`config.mk`:
```
export PLATFORM = sky130hd
export DESIGN_NAME = triac_phase_angle_firing_unit
export DESIGN_NICKNAME = d
export VERILOG_FILES = /design/src/rtl/core/tpaf_pkg.sv /design/src/rtl/core/tpaf_csr.sv /design/src/rtl/core/tpaf_fire.sv /design/src/rtl/core/triac_phase_angle_firing_unit.sv
export SDC_FILE = /design/constraint.sdc
export NUM_CORES = 1
export LEC_CHECK = 0
export ABC_AREA = 1
export ABC_CLOCK_PERIOD_IN_PS = 10950
export BUFFER_PORTS_ARGS = -buffer_cell sky130_fd_sc_hd__buf_4
export CORE_ASPECT_RATIO = 0.75
export CORE_MARGIN = 5
export CORE_UTILIZATION = 50
export DETAILED_ROUTE_END_ITERATION = 10
export GPL_TIMING_DRIVEN = 0
export PLACE_DENSITY = 0.67
export SLEW_MARGIN = 20
export SYNTH_ARGS = -nofsm -noshare
export SYNTH_HDL_FRONTEND = slang
export SYNTH_HIERARCHICAL = 1
export SYNTH_SLANG_ARGS = --single-unit
export TNS_END_PERCENT = 10
```
`constraint.sdc`:
```
create_clock -name clock -period 10.95 [get_ports clock]
set_input_delay 2.19 -clock clock [delete_from_list [all_inputs] [get_ports clock]]
set_output_delay 2.19 -clock clock [all_outputs]
set_load 0.005 [all_outputs]
```
`src/rtl/core/tpaf_pkg.sv`:
```
// Shared types and constants for the triac phase-angle firing unit.
`timescale 1ns / 1ps

package tpaf_pkg;

   localparam int DelayWidth = 14;
   localparam int PulseWidth = 10;
   localparam int StepWidth = 8;
   localparam int PowerWidth = 7;
   localparam int ProdWidth = PowerWidth + StepWidth;
   localparam int CsrIndexWidth = 2;
   localparam int CsrDataWidth = 14;

   localparam logic [PowerWidth-1:0] FULL_POWER = 7'd100;

   localparam logic [StepWidth-1:0] RESET_DELAY_PER_PERCENT = 8'd83;
   localparam logic [DelayWidth-1:0] RESET_MIN_DELAY = 14'd250;
   localparam logic [DelayWidth-1:0] RESET_MAX_DELAY = 14'd8000;
   localparam logic [PulseWidth-1:0] RESET_PULSE_WIDTH = 10'd200;

   typedef enum logic [CsrIndexWidth-1:0] {
      REG_DELAY_PER_PERCENT = 2'd0,
      REG_MIN_DELAY = 2'd1,
      REG_MAX_DELAY = 2'd2,
      REG_PULSE_WIDTH = 2'd3
   } csr_index_type;

   typedef struct packed {
      logic [StepWidth-1:0] delay_per_percent;
      logic [DelayWidth-1:0] min_delay;
      logic [DelayWidth-1:0] max_delay;
      logic [PulseWidth-1:0] pulse_width;
   } cfg_type;

   typedef struct packed {
      logic gate;
      logic relay;
      logic armed;
   } result_type;

endpackage

```
`src/rtl/core/tpaf_csr.sv`:
```
// Configuration registers of the triac phase-angle firing unit.
`timescale 1ns / 1ps

module tpaf_csr
   import tpaf_pkg::*;
(
   input  logic clock,
   input  logic reset,
   input  logic csr_valid,
   input  logic [CsrIndexWidth-1:0] csr_index,
   input  logic [CsrDataWidth-1:0] csr_data,
   output cfg_type cfg
);

   cfg_type cfg_ff;
   cfg_type cfg_in;

   always_comb begin
      cfg_in = cfg_ff;
      if (csr_valid) begin
         case (csr_index_type'(csr_index))
            REG_DELAY_PER_PERCENT: cfg_in.delay_per_percent = csr_data[StepWidth-1:0];
            REG_MIN_DELAY: cfg_in.min_delay = csr_data[DelayWidth-1:0];
            REG_MAX_DELAY: cfg_in.max_delay = csr_data[DelayWidth-1:0];
            REG_PULSE_WIDTH: cfg_in.pulse_width = csr_data[PulseWidth-1:0];
            default: cfg_in = cfg_ff;
         endcase
      end
   end

   always_ff @(posedge clock) begin
      if (reset) begin
         cfg_ff.delay_per_percent <= RESET_DELAY_PER_PERCENT;
         cfg_ff.min_delay <= RESET_MIN_DELAY;
         cfg_ff.max_delay <= RESET_MAX_DELAY;
         cfg_ff.pulse_width <= RESET_PULSE_WIDTH;
      end else begin
         cfg_ff <= cfg_in;
      end
   end

   assign cfg = cfg_ff;

endmodule

```
`src/rtl/core/tpaf_fire.sv`:
```
// Firing delay and gate pulse state with the per-tick result logic.
`timescale 1ns / 1ps

module tpaf_fire
   import tpaf_pkg::*;
(
   input  logic clock,
   input  logic reset,
   input  logic step,
   input  logic zero_cross,
   input  logic [PowerWidth-1:0] power_request,
   input  cfg_type cfg,
   output result_type result
);

   logic [DelayWidth-1:0] delay_count_ff, delay_count_in;
   logic delay_active_ff, delay_active_in;
   logic [PulseWidth-1:0] pulse_count_ff, pulse_count_in;

   logic [PowerWidth-1:0] power_sat;
   logic [PowerWidth-1:0] missing;
   logic [ProdWidth-1:0] product;
   logic [ProdWidth-1:0] delay_raw;
   logic skip;
   logic [PulseWidth-1:0] pulse_pre;

   always_comb begin
      power_sat = (power_request > FULL_POWER) ? FULL_POWER : power_request;
      missing = FULL_POWER - power_sat;
      product = ProdWidth'(missing) * ProdWidth'(cfg.delay_per_percent);
      // The minimum is applied first, so a minimum above the maximum never fires.
      delay_raw = (product < ProdWidth'(cfg.min_delay)) ? ProdWidth'(cfg.min_delay) : product;
      skip = delay_raw > ProdWidth'(cfg.max_delay);

      delay_active_in = delay_active_ff;
      delay_count_in = delay_count_ff;
      pulse_pre = pulse_count_ff;

      if (zero_cross) begin
         if (skip) begin
            delay_active_in = 1'b0;
            delay_count_in = '0;
         end else if (delay_raw == '0) begin
            delay_active_in = 1'b0;
            delay_count_in = '0;
            pulse_pre = cfg.pulse_width;
         end else begin
            delay_active_in = 1'b1;
            delay_count_in = delay_raw[DelayWidth-1:0];
         end
      end else if (delay_active_ff) begin
         if (delay_count_ff <= DelayWidth'(1)) begin
            delay_active_in = 1'b0;
            delay_count_in = '0;
            pulse_pre = cfg.pulse_width;
         end else begin
            delay_count_in = delay_count_ff - DelayWidth'(1);
         end
      end

      result.gate = pulse_pre != '0;
      result.relay = power_sat != '0;
      result.armed = delay_active_in;
      pulse_count_in = result.gate ? (pulse_pre - PulseWidth'(1)) : pulse_pre;
   end

   always_ff @(posedge clock) begin
      if (reset) begin
         delay_count_ff <= '0;
         delay_active_ff <= 1'b0;
         pulse_count_ff <= '0;
      end else if (step) begin
         delay_count_ff <= delay_count_in;
         delay_active_ff <= delay_active_in;
         pulse_count_ff <= pulse_count_in;
      end
   end

`ifndef SYNTHESIS
   a_armed_has_count: assert property (@(posedge clock) disable iff (reset)
      delay_active_ff |-> delay_count_ff != '0)
      else $error("pending firing with an empty delay count");

   a_idle_count_clear: assert property (@(posedge clock) disable iff (reset)
      !delay_active_ff |-> delay_count_ff == '0)
      else $error("delay count left over with no pending firing");

   a_pulse_decrements: assert property (@(posedge clock) disable iff (reset)
      step && !zero_cross && !delay_active_ff && pulse_count_ff != '0
      |=> pulse_count_ff == $past(pulse_count_ff) - PulseWidth'(1))
      else $error("gate pulse count did not run down by one");

   a_hold_on_stall: assert property (@(posedge clock) disable iff (reset)
      !step |=> $stable(pulse_count_ff) && $stable(delay_count_ff))
      else $error("firing state changed without a transaction");
`endif

endmodule

```
`src/rtl/core/triac_phase_angle_firing_unit.sv`:
```
// Top level of the triac phase-angle firing unit: input and result registers.
`timescale 1ns / 1ps

// Each request transaction is one microsecond tick carrying the mains
// zero-cross flag and the requested power in percent. Each one yields exactly
// one response transaction with the gate drive, relay and armed flags.
// The request is captured in an input register; the firing logic (one 7x8
// multiply, the delay compares and the counters) then updates its state and
// loads the response register once that register is empty or being taken, and
// one transaction is taken every cycle while the receiver keeps rsp_ready high.
// When rsp_ready is low the response register holds and the input register
// fills; req_ready then drops until the response is taken, so no tick is lost.
// Configuration registers are written through the csr_ channel, which is always
// ready; writes should be made only while no transaction is in flight.
// A synchronous reset clears the pipeline, the firing state and restores the
// default delay step, minimum, maximum and pulse width.

module triac_phase_angle_firing_unit
   import tpaf_pkg::*;
(
   input  logic clock,
   input  logic reset,
   input  logic req_valid,
   output logic req_ready,
   input  logic req_zero_cross,
   input  logic [PowerWidth-1:0] req_power_request,
   output logic rsp_valid,
   input  logic rsp_ready,
   output logic rsp_gate,
   output logic rsp_relay,
   output logic rsp_armed,
   input  logic csr_valid,
   output logic csr_ready,
   input  logic [CsrIndexWidth-1:0] csr_index,
   input  logic [CsrDataWidth-1:0] csr_data
);

   cfg_type cfg;
   result_type result;

   logic in_valid_ff, in_valid_in;
   logic in_zero_cross_ff;
   logic [PowerWidth-1:0] in_power_ff;
   logic out_valid_ff, out_valid_in;
   result_type out_result_ff;

   logic advance;
   logic step;
   logic req_take;

   assign csr_ready = 1'b1;

   tpaf_csr u_csr (
      .clock(clock),
      .reset(reset),
      .csr_valid(csr_valid),
      .csr_index(csr_index),
      .csr_data(csr_data),
      .cfg(cfg)
   );

   tpaf_fire u_fire (
      .clock(clock),
      .reset(reset),
      .step(step),
      .zero_cross(in_zero_cross_ff),
      .power_request(in_power_ff),
      .cfg(cfg),
      .result(result)
   );

   always_comb begin
      advance = !out_valid_ff || rsp_ready;
      step = in_valid_ff && advance;
      req_ready = !in_valid_ff || advance;
      req_take = req_valid && req_ready;

      if (req_take) begin
         in_valid_in = 1'b1;
      end else if (step) begin
         in_valid_in = 1'b0;
      end else begin
         in_valid_in = in_valid_ff;
      end

      out_valid_in = advance ? in_valid_ff : out_valid_ff;
   end

   always_ff @(posedge clock) begin
      if (reset) begin
         in_valid_ff <= 1'b0;
         out_valid_ff <= 1'b0;
      end else begin
         in_valid_ff <= in_valid_in;
         out_valid_ff <= out_valid_in;
      end
   end

   always_ff @(posedge clock) begin
      if (req_take) begin
         in_zero_cross_ff <= req_zero_cross;
         in_power_ff <= req_power_request;
      end
      if (step) begin
         out_result_ff <= result;
      end
   end

   assign rsp_valid = out_valid_ff;
   assign rsp_gate = out_result_ff.gate;
   assign rsp_relay = out_result_ff.relay;
   assign rsp_armed = out_result_ff.armed;

endmodule
```
* Yosys cells after proc, flatten, opt, wreduce, memory -nomap -nowiden *
Index checks and enable logic that the tools add are counted.

cells by class
  $add $sub $neg = 3
  multiply operators = 1
  magnitude comparators = 4
  eq/ne operators = 3
  mux-type cells = 20
  reduce and logical (&&, ||, !) cells = 17

operators by type and width
  cell                                                  number
  two-way mux 14 bit                                    5
  two-way mux 10 bit                                    6
  greater-than comparator 15 x 14 -> 1 bit              1
  logical NOT 15 bit                                    1
  < comparator 15 x 14 -> 1 bit                         1
  multiplier 7 x 8 -> 15 bit                            1
  two-way mux 15 bit                                    1
  <= comparator 14 x 1 -> 1 bit, second input constant  1
  subtractor 14 x 1 -> 14 bit, second input constant    1
  AND reduction 2 bit                                   5
  nonzero test 10 bit                                   1
  subtractor 10 x 1 -> 10 bit, second input constant    1
  greater-than comparator 7 bit, second input constant  1
  two-way mux 1 bit                                     7
  two-way mux 7 bit                                     1
  nonzero test 7 bit                                    1
  subtractor 7 bit, first input constant                1
  equality test 2 bit, second input constant            2
  nonzero test 2 bit                                    2
  equality test 2 x 1 -> 1 bit, second input constant   1
  logical AND 1 bit                                     2
  logical NOT 1 bit                                     2
  logical NOT 2 bit                                     1
  logical OR 1 bit                                      2

storage, ports and cells
  register bits = 84
  input port bits = 29

* Longest topological paths before layout *
Gate-level depths: netlist of the first run.

  word-level depth = 12
  gate-level depth with buffers = 60

* Cells and area by module *
The synthesis of the first run kept the hierarchy.

modules (own cells, without submodules)
  module                         times used  cells each  area an instance (um^2)
  tpaf_fire                      1           818         5138.7
  tpaf_csr                       1           262         1818.0
  triac_phase_angle_firing_unit  1           25          432.9

* Worst setup path before layout of the first run *
Ideal clock, no wire load.

  path kind = register to register
  start = register in_power_ff[2]
  end = register u_fire.pulse_count_ff[0]
  library setup time = 0.109 ns
  data arrival time = 8.803 ns
  data required time = 10.841 ns
  slack = 2.039 ns
  cell stages (with the launch flop) = 60
  path buffers = 2
  period minus slack after synthesis = 8.911 ns
  cell sequence = edfxtp_1 o21ai_2 nand2_1 nand2_2 nand2_1 ha_1 inv_1 o41ai_1 xor2_1 inv_1 nand2_1 fa_1 fa_1 inv_1 fa_1 inv_1 fa_1 inv_1 [24 not listed] nand2_1 nand3b_1 a21boi_0 buf_2 nand3_1 nand3_1 nand2_1 inv_1 ha_1 inv_1 nor2_1 nand3_2 nor2_4 inv_2 nand2_1 nand3_1 nand2_1 inv_1

RTL lines
  element                 line                                  RTL
  start, declared         triac_phase_angle_firing_unit.sv:43   logic [PowerWidth-1:0] in_power_ff;
  start signal, assigned  triac_phase_angle_firing_unit.sv:102  in_power_ff <= req_power_request;
  end signal, assigned    tpaf_fire.sv:75                       pulse_count_ff <= pulse_count_in;
  end, declared           tpaf_fire.sv:18                       logic [PulseWidth-1:0] pulse_count_ff, pulse_count_in;

==> results of run 1 <==
## critical path: cells and delay by family (launching register included)
kind / cells / cell delay, ns
adders and majority gates: 9 / 3.41
and+or+nand+nor: 21 / 2.22
AOI/OAI and AO/OA: 12 / 2.09
buffers and inverters: 13 / 1.23
xor gates and xnor gates: 2 / 0.57
DFF: 1 / 0.40
## cell families after synthesis
| logic type | synth area share |
|---|---|
| simple gates | 0.320 |
| other cells | 0.000507 |
| flops | 0.242 |
| fa+ha+maj | 0.187 |
| compound gates | 0.0935 |
| buf+inv | 0.129 |
| xor+xnor | 0.0284 |
## worst max path at each step
stage                               from                       end  slack (ns)  cells past startpoint
after floorplan           in_power_ff[2]  u_fire/pulse_count_ff[0]        2.04                     59
after global placement    in_power_ff[2]  u_fire/pulse_count_ff[0]        0.53                     59
after detailed placement  in_power_ff[2]  u_fire/pulse_count_ff[0]        0.39                     59
after CTS                 in_power_ff[2]  u_fire/pulse_count_ff[0]        0.36                     59
after global routing      in_power_ff[2]  u_fire/pulse_count_ff[4]       -0.06                     56
final                     in_power_ff[2]  u_fire/pulse_count_ff[0]        0.94                     57
## state kept, by name (all words and copies together), names as in the netlist
register	flops
in_valid_ff	1
rsp_gate	1
u_fire/pulse_count_ff	10
in_power_ff	7
u_csr/cfg	46
rsp_relay	1
in_zero_cross_ff	1
u_fire/delay_active_ff	1
rsp_valid	1
u_fire/delay_count_ff	14
rsp_armed	1
## power groups by stage
stage | clock network (mW) | logic (mW) | registers (mW)
finish | 0.285 | 1.46 | 0.350
global route | 0.308 | 1.67 | 0.353
CTS | 0.292 | 1.44 | 0.350
detailed placement | 0 | 1.43 | 0.357
global placement | 0 | 1.42 | 0.357
floorplan | 0 | 1.11 | 0.352
## routing by layer
metal	up-vias	global-route usage	wire length [microns]
met1	3116	0.352	10000
met5	-	0	0
li1	3564	-	-
met4	0	0.0293	91
met3	6	0.0449	1180
met2	189	0.319	7280
## cells in the final DEF, fill, tap and decap left out, drive strengths merged, types with 8 or more instances in the layout
cell	synthesis	final
nand2	274	274
edfxtp	11	11
clkbuf	14	24
inv	202	204
nand4	13	13
a21oi	59	59
ha	64	64
dfxtp	73	73
fa	29	29
nor2	140	140
nand3	99	99
buf	21	56
xor2	16	16
o21ai	44	44
xnor2	8	8
## layout make-up
class                           instances  share of cell area
Tap cell                              200              0.0305
Clock buffer                           10              0.0279
Clock inverter                          6             0.00595
Buffer                                 35              0.0223
Timing Repair Buffer                   35              0.0321
Multi-Input combinational cell        782               0.569
Inverter                              204              0.0936
Sequential cell                        84               0.219
## per-stage QoR
step / setup TNS (ns) / util / power (mW) / hold WS, ns / instance area [sq um]
final: 0 / 0.565 / 2.09 / 0.455 / 8200
after CTS: 0 / 0.563 / 2.08 / 0.459 / 8170
after floorplan: 0 / - / 1.47 / 0.429 / 7390
after global routing: -0.0932 / 0.565 / 2.33 / 0.480 / 8200
after global placement: 0 / 0.544 / 1.78 / 0.441 / 7890
after detailed placement: 0 / 0.544 / 1.79 / 0.443 / 7890
## timing repair
| item | CTS | global route |
|---|---|---|
| buffers inserted | 0 | 2 |
| endpoints found under the hold margin | 0 | 0 |
| gates resized for setup | 0 | 4 |
| setup endpoints to repair | 0 | 22 |
==> metrics, run 1 <==
CP dominant cell by count inv_1; Tot GR Track Use 0.223; post-synthesis cell area 7390 sq um; flops & latches, synth 84; power share of the sequential group 0.167; Worst Tran Pin Value 0.851 ns; max-slew violations 0; clock buffer depth 2; multi-input combinational cell area 4660 sq um; Clock power frac 0.136; Yosys top cell by area dfxtp_1; Final Hold Vio Count 0; CP max FO 10; leakage power 4.45 nW; Layout Cells excl Fill 1356; register area share after synthesis 0.242; syn avg cell area 6.69 sq um; P_sw 1.07 mW; final setup margin 0.937 ns; die height 115 microns; # hold bufs at CTS 0; Detail Placement HPWL 15000 microns; clk root buf clkbuf_16; core area 14500 sq um; minimum clock period 10.01 ns; Routed wire per std cell 13.7 microns; Async SR Flop Fraction 0; VDD IR max 114 uV; vias in the first global route 6371; top-count cell post-synth nand2_1; P_int 1.02 mW; Die W 150 microns; Synth area leaders dfxtp_1 (20%), nand2_1 (13%), ha_1 (11%), inv_1 (10%), fa_1 (7.9%); via count 6875; Crit path arrival time 10.26 ns; Syn Nets 1227; Worst Hold Launch u_csr/cfg[29]; GRT overflow 0; Synth Instances 1105; GPL Wtd Cong 0.884; status finished, final reports clean; initial antenna violation count 0; Hold Path End u_csr/cfg[29]; die area 17300 sq um; Place WS 0.388 ns; htree depth 3; reg-to-reg endpoint u_fire/pulse_count_ff[0]; Yosys warning total 6; reg-to-reg startpoint in_power_ff[2]; Max-slew headroom 0.433; most frequent cells after synthesis nand2_1 (261), inv_1 (197), nor2_1 (130), nand3_1 (88), dfxtp_1 (73); Yosys cell types 47; worst stage delay on the critical path 0.55 ns; CTS tree built; worst-skew pair later-pin latency 0.34 ns; Sw Ratio 0.512; clk_skew 0.0132 ns; Pre-antenna DRT Iters 5; initial DRC count 583; row count 38; combinational share of power 0.697; Critical-path top delay cell fa_1; Top-Level Pins 35; Final setup viols 0; Setup crit end kind flop; pwr dens 255 nW/um^2; synth-to-layout area growth 10.9%; CP required 11.20 ns; Tightest Hold Check Type flop to flop; drt total wl 18600 microns; fmax 0.0999 GHz; Hold Crit Depth 2; DRT antenna net count 0; R2R depth 57; largest net degree at the start of global routing 16; clock-pin slew on the worst setup and hold paths 0.07 ns; Vias per Instance 5.07; clock buffer count from CTS 9; FF/Latch Area 1790 sq um; number of flops mapped to enable cells by yosys 11; fillcell total 1438; port bufs 33; FF-to-FF setup slack 0.94 ns; startpoint types flop; Setup Crit Path Kind flop to flop; # DRC 0; Starting Density 0.510; post-synth top area share 0.198; nets 1273; layout cell share with drive strength beyond 1 0.102; Placed Instances 1338; max-cap violations 0; count of clock tree sinks 84; first-pass GRT wire length 31000 microns; period utilization 0.914; antenna cells 0; top_reg_cell synth dfxtp_1
Note: power is estimated with default switching activity, not from simulation.
==> run 2, diff against run 1 <==
CTS_BUF_LIST = sky130_fd_sc_hd__clkbuf_16   (was default)
==> run 2 against run 1 <==
Count of clock-buffer cells in the layout down 1. Flip-flop and latch count unchanged. Critical path depth is the same. Power hardly changed. Utilization stayed put. Setup slack got worse by 0.0049 ns. Final area stayed put. Wire length about the same. Critical endpoint unchanged. Largest cell class unchanged.
==> metrics, run 2 (synthesized netlist as in run 1, its figures left out) <==
status finished, final reports clean; post-layout power 2.09 mW (about the same); clock buffer count from CTS 9 (unchanged); die height 115 microns (unchanged); max-slew violations 0 (unchanged); Routed wire per std cell 13.7 microns (about the same); via count 6863 (-0.17%); largest net degree at the start of global routing 16 (unchanged); Die W 150 microns (unchanged); die area 17300 sq um (unchanged); Place WS 0.388 ns (unchanged); VDD IR max 114 uV (about the same); fillcell total 1438 (unchanged); multi-input combinational cell area 4660 sq um (unchanged); commonest non-fill, non-tap cells in the layout nand2_1 (261), inv_1 (198), nor2_1 (130); clk root buf clkbuf_16; max reg flops 46 (unchanged); row count 38 (unchanged); core area 14500 sq um (unchanged); leakage power 4.45 nW (about the same); period utilization 0.915 (about the same); worst-skew pair later-pin latency 0.34 ns (about the same); GPL Wtd Cong 0.884 (unchanged); Setup Crit Path Kind flop to flop; fmax 0.0998 GHz (about the same); minimum clock period 10.02 ns (+0.00493 ns); FF/Latch Area 1790 sq um (unchanged); # hold bufs at CTS 0 (unchanged); Final Hold Vio Count 0 (unchanged); clock-pin slew on the worst setup and hold paths 0.07 ns (about the same); count of clock tree sinks 84 (unchanged); # DRC 0 (unchanged); Tightest Hold Check Type flop to flop; CP dominant cell by count inv_1; Pre-antenna DRT Iters 5 (unchanged); layout cell share with drive strength beyond 1 0.102 (unchanged); startpoint types flop; first-pass GRT wire length 31000 microns (unchanged); CTS tree built; Final Util 0.565 (unchanged); Top-Level Pins 35 (unchanged); clock buffer depth 2 (unchanged); worst stage delay on the critical path 0.55 ns (about the same); antenna cells 0 (unchanged); dpl cell area 7890 sq um (unchanged); vias in the first global route 6371 (unchanged); Final setup viols 0 (unchanged); CP max FO 10 (unchanged); Final Cell Area 8200 sq um (unchanged); pwr dens 255 nW/um^2 (about the same); Max-slew headroom 0.433 (about the same); Starting Density 0.510 (unchanged); Crit path arrival time 10.27 ns (about the same); DRT antenna net count 0 (unchanged); CP required 11.20 ns (about the same); max-cap violations 0 (unchanged); initial DRC count 576 (-1.2%); Worst Tran Pin Value 0.851 ns (+0.0000434 ns); Tot GR Track Use 0.223 (unchanged); worst hold slack 0.456 ns (+0.000899 ns); GRT overflow 0 (unchanged); Detail Placement HPWL 15000 microns (unchanged); clk_skew 0.0130 ns (-0.000191 ns); drt total wl 18600 microns (about the same); port bufs 33 (unchanged); final setup margin 0.932 ns (-0.00493 ns); commonest non-fill, non-tap cell in the layout nand2_1; Critical-path top delay cell fa_1; nets 1273 (unchanged); Vias per Instance 5.06 (-0.17%); Setup crit end kind flop; initial antenna violation count 0 (unchanged); htree depth 3 (unchanged); synth-to-layout area growth 10.9% (unchanged)
## run 2: worst max-delay path, delay by kind of cell (launching register included)
kind | cells | cell delay [ns]
compound gates | 12 | 2.09
xor+xnor | 2 | 0.57
fa+ha+maj | 9 | 3.41
buf+inv | 13 | 1.23
flops | 1 | 0.40
simple gates | 21 | 2.22
## run 2: timing repair
action                     CTS  global route
setup endpoints to repair    0            22
resized for setup            0             4
buffers inserted             0             2
## run 2: routing by layer
layer  vias up  wire (microns)  GRT usage
met2       164            7330      0.319
met3         6            1110     0.0449
met4         0              76     0.0293
met1      3129           10100      0.352
li1       3564               -          -
met5         -               0          0
## run 2: stage by stage
stage	cells	TNS, ns
3_5_place_dp	1338	0
6_report	1356	0
5_1_grt	1356	-0.0943
3_3_place_gp	1338	0
4_1_cts	1354	0
2_1_floorplan	1105	0
## run 2: final timing paths
| path | start | endpoint | slack [ns] | cells after the start |
|---|---|---|---|---|
| setup / recovery | in_power_ff[2] | u_fire/pulse_count_ff[0] | 0.93 | 57 |
| hold / removal | u_csr/cfg[29] | u_csr/cfg[29] | 0.46 | 2 |
| setup reg to reg | in_power_ff[2] | u_fire/pulse_count_ff[0] | 0.93 | 57 |
| hold reg to reg | u_csr/cfg[29] | u_csr/cfg[29] | 0.46 | 2 |
## run 2: area by class of cell
cell class	count	area share
buffer	35	0.0223
multi-input combinational	782	0.569
sequential	84	0.219
clock inverter	7	0.00641
timing repair buffer	35	0.0321
clock buffer	9	0.0275
tap	200	0.0305
inverter	204	0.0936
## run 2: where the power goes
group,internal (mW),switching [mW]
Combinational,0.531,0.926
Sequential,0.335,0.0153
Clock,0.155,0.130
==> run 3, diff against run 2 <==
GPL_TIMING_DRIVEN = default   (was 0)
PLACE_DENSITY = 0.75   (was 0.67)
SYNTH_HIERARCHICAL = default   (was 1)
==> run 3 against run 2 <==
Die area shrank 3.3%. Register-to-register slack improved by 0.22 ns. Final cell count fell by 9.7%. Non-clock buffer count is 33 lower. First-iteration DRC count shrank 9.9%. Power down 0.93%. Utilization fell by 0.37 points. Clock power rose by 5%. Sequential power is 1% higher. Wire length down 2.7%. Critical endpoint is now u_fire.pulse_count_ff[0]. Largest cell class unchanged.
==> metrics, run 3 <==
Hold Crit Depth 2 (unchanged); nets 1164 (-8.6%); Setup crit end kind flop; Synth area leaders dfxtp_1 (21%), nand2_1 (12%), ha_1 (11%), inv_1 (8.5%), fa_1 (8.1%); clk_skew 0.00813 ns (-0.00490 ns); reg-to-reg endpoint u_fire.pulse_count_ff[0]; fmax 0.102 GHz (+2.3%); Syn Nets 1143 (-6.8%); P_int 1.01 mW (-1.4%); Routed wire per std cell 14.8 microns (+7.8%); initial antenna violation count 0 (unchanged); Setup Fix Bufs, Post-CTS 0 (unchanged); Tot GR Track Use 0.223 (-0.000306); Yosys top cell by area dfxtp_1; Worst Hold Launch u_csr.cfg[17]; via count 6626 (-3.5%); clock buffer count from CTS 9 (unchanged); most frequent cells after synthesis nand2_1 (235), inv_1 (161), nor2_1 (96), a21oi_1 (74), dfxtp_1 (73); Crit path arrival time 10.04 ns (-0.23 ns); power share of the sequential group 0.171 (+0.004); first-pass GRT wire length 30500 microns (-1.7%); Critical-path top delay cell fa_1; flops & latches, synth 84 (unchanged); Setup Crit Path Kind flop to flop; VDD IR max 192 uV (+68%); max-slew violations 0 (unchanged); Synth Instances 1023 (-7.4%); htree depth 3 (unchanged); port bufs 33 (unchanged); P_sw 1.07 mW (-0.53%); Die W 148 microns (-1.7%); Detail Placement HPWL 14300 microns (-4.9%); minimum clock period 9.80 ns (-0.221 ns); Pre-antenna DRT Iters 5 (unchanged); status finished, final reports clean; commonest non-fill, non-tap cell in the layout nand2_1; startpoint types flop; commonest non-fill, non-tap cells in the layout nand2_1 (235), inv_1 (162), nor2_1 (95); clk root buf clkbuf_16; CP dominant cell by count nand2_1; largest net degree at the start of global routing 63 (+47); die area 16800 sq um (-3.3%); leakage power 4.01 nW (-9.9%); Final setup viols 0 (unchanged); die height 113 microns (-1.6%); DRT antenna net count 0 (unchanged); post-synth top area share 0.205 (+0.00733); top_reg_cell synth dfxtp_1; clock buffer depth 2 (unchanged); reg-to-reg startpoint in_power_ff[5]; Final Hold Vio Count 0 (unchanged); Hold Path End u_csr.cfg[17]; worst-skew pair later-pin latency 0.34 ns (about the same); # hold bufs at CTS 0 (unchanged); Clock power frac 0.144 (+0.008); row count 37 (-2.6%); Starting Density 0.515 (+0.00520); count of clock tree sinks 84 (unchanged); max-cap violations 0 (unchanged); initial DRC count 519 (-9.9%); # DRC 0 (unchanged); R2R depth 58 (+1.8%); Yosys cell types 50 (+6.4%); top-count cell post-synth nand2_1; CP top delay family adder cells; antenna cells 0 (unchanged); fillcell total 1341 (-6.7%); drt total wl 18100 microns (-2.7%); FF/Latch Area 1790 sq um (unchanged); worst stage delay on the critical path 0.55 ns (about the same); post-synthesis cell area 7130 sq um (-3.6%); number of flops mapped to enable cells by yosys 11 (unchanged); Yosys warning total 0 (-6); multi-input combinational cell area 4570 sq um (-2.0%); Async SR Flop Fraction 0 (unchanged); Max-slew headroom 0.440 (+0.00705); CTS tree built; Worst Path Buf+Inv 11 (-2); combinational share of power 0.685 (-0.012); synth-to-layout area growth 9.06%; Final Util 0.561 (-0.00372); clock-pin slew on the worst setup and hold paths 0.06 ns (about the same); worst hold slack 0.470 ns (+0.0140 ns); syn avg cell area 6.97 sq um (+4.2%); layout cell share with drive strength beyond 1 0.0925 (-0.00961); core area 13800 sq um (-4.5%); Tightest Hold Check Type flop to flop; Vias per Instance 5.41 (+7.0%); FF-to-FF setup slack 1.15 ns (+0.22 ns); register area share after synthesis 0.251 (+0.00898); GRT overflow 0 (unchanged); CP required 11.20 ns (about the same); setup TNS 0 ns (unchanged); Sw Ratio 0.514 (+0.00209); CP max FO 24 (+14); Worst Tran Pin Value 0.837 ns (-0.0137 ns); vias in the first global route 6143 (-3.6%); dpl cell area 7480 sq um (-5.1%); GPL Wtd Cong 0.945 (+6.9%); Top-Level Pins 35 (unchanged); RSZ-0062 raised after global routing no; CTS-repair resized insts 0 (unchanged); period utilization 0.895 (-0.0202); pwr dens 267 nW/um^2 (+4.5%); max reg flops 46 (unchanged); Final Cell Area 7770 sq um (-5.2%)
[run 3: changes by cell type after synthesis, sizes merged, moves of 7 or more]
cell and delta:
buf -13, nand2 -24, nand4 -7, nand3 -46
o21ai +39, inv -37, nor2 -39, o211ai +18
a21oi +16
[run 3: final cells by class]
type / count / share of cell area
multi-input cells: 745 / 0.588
flip-flops and latches: 84 / 0.231
inverters: 167 / 0.0807
repair buffers: 37 / 0.0357
clock buffers: 9 / 0.0290
well taps: 175 / 0.0282
clock inverters: 7 / 0.00757
[run 3: metrics by stage]
| stage | power [mW] | setup WS [ns] | std cells |
|---|---|---|---|
| 5_1_grt | 2.31 | 0.194 | 1224 |
| 2_1_floorplan | 1.48 | 2.39 | 1023 |
| 3_5_place_dp | 1.75 | 1.28 | 1208 |
| 3_3_place_gp | 1.72 | 1.63 | 1208 |
| 4_1_cts | 2.06 | 1.23 | 1224 |
| 6_report | 2.07 | 1.15 | 1224 |
[run 3: worst max path at each step]
stage,from,endpoint,slack (ns),cells past startpoint
after floorplan,in_power_ff[1],u_fire.pulse_count_ff[0],2.39,59
after global placement,in_power_ff[3],u_fire.delay_count_ff[12],1.63,46
after detailed placement,in_power_ff[0],u_fire.pulse_count_ff[0],1.28,58
after CTS,in_power_ff[1],u_fire.pulse_count_ff[0],1.23,58
after global routing,in_power_ff[5],u_fire.pulse_count_ff[2],0.19,60
final,in_power_ff[5],u_fire.pulse_count_ff[0],1.15,58
[run 3: power by group through the flow]
stage / Sequential (mW) / Clock [mW] / Combinational [mW]
floorplan: 0.355 / 0 / 1.12
global placement: 0.361 / 0 / 1.36
detailed placement: 0.361 / 0 / 1.39
CTS: 0.354 / 0.302 / 1.40
global route: 0.358 / 0.316 / 1.63
finish: 0.355 / 0.298 / 1.42
[run 3: metal layers]
layer  global-route usage  wire [microns]  up-vias
li1                     -               -     3337
met1                0.343            9050     3019
met2                0.322            7240      255
met3               0.0496            1600       15
met4               0.0406             189        0
met5                    0               0        -
[run 3: worst min-delay path: stages (launching register included)]
cell	delay (ns)
dfxtp_1	0.29
inv_1	0.07
a21oi_1	0.06
[run 3: cell families (layout without fill, tap and decap cells)]
logic type	Yosys count	after routing	synth area share
AOI/OAI and AO/OA	203	203	0.165
xor gates and xnor gates	20	20	0.0246
adders and majority gates	91	91	0.190
buffers and inverters	194	220	0.107
DFF	84	84	0.251
other	1	1	0.000526
and+or+nand+nor	430	430	0.261
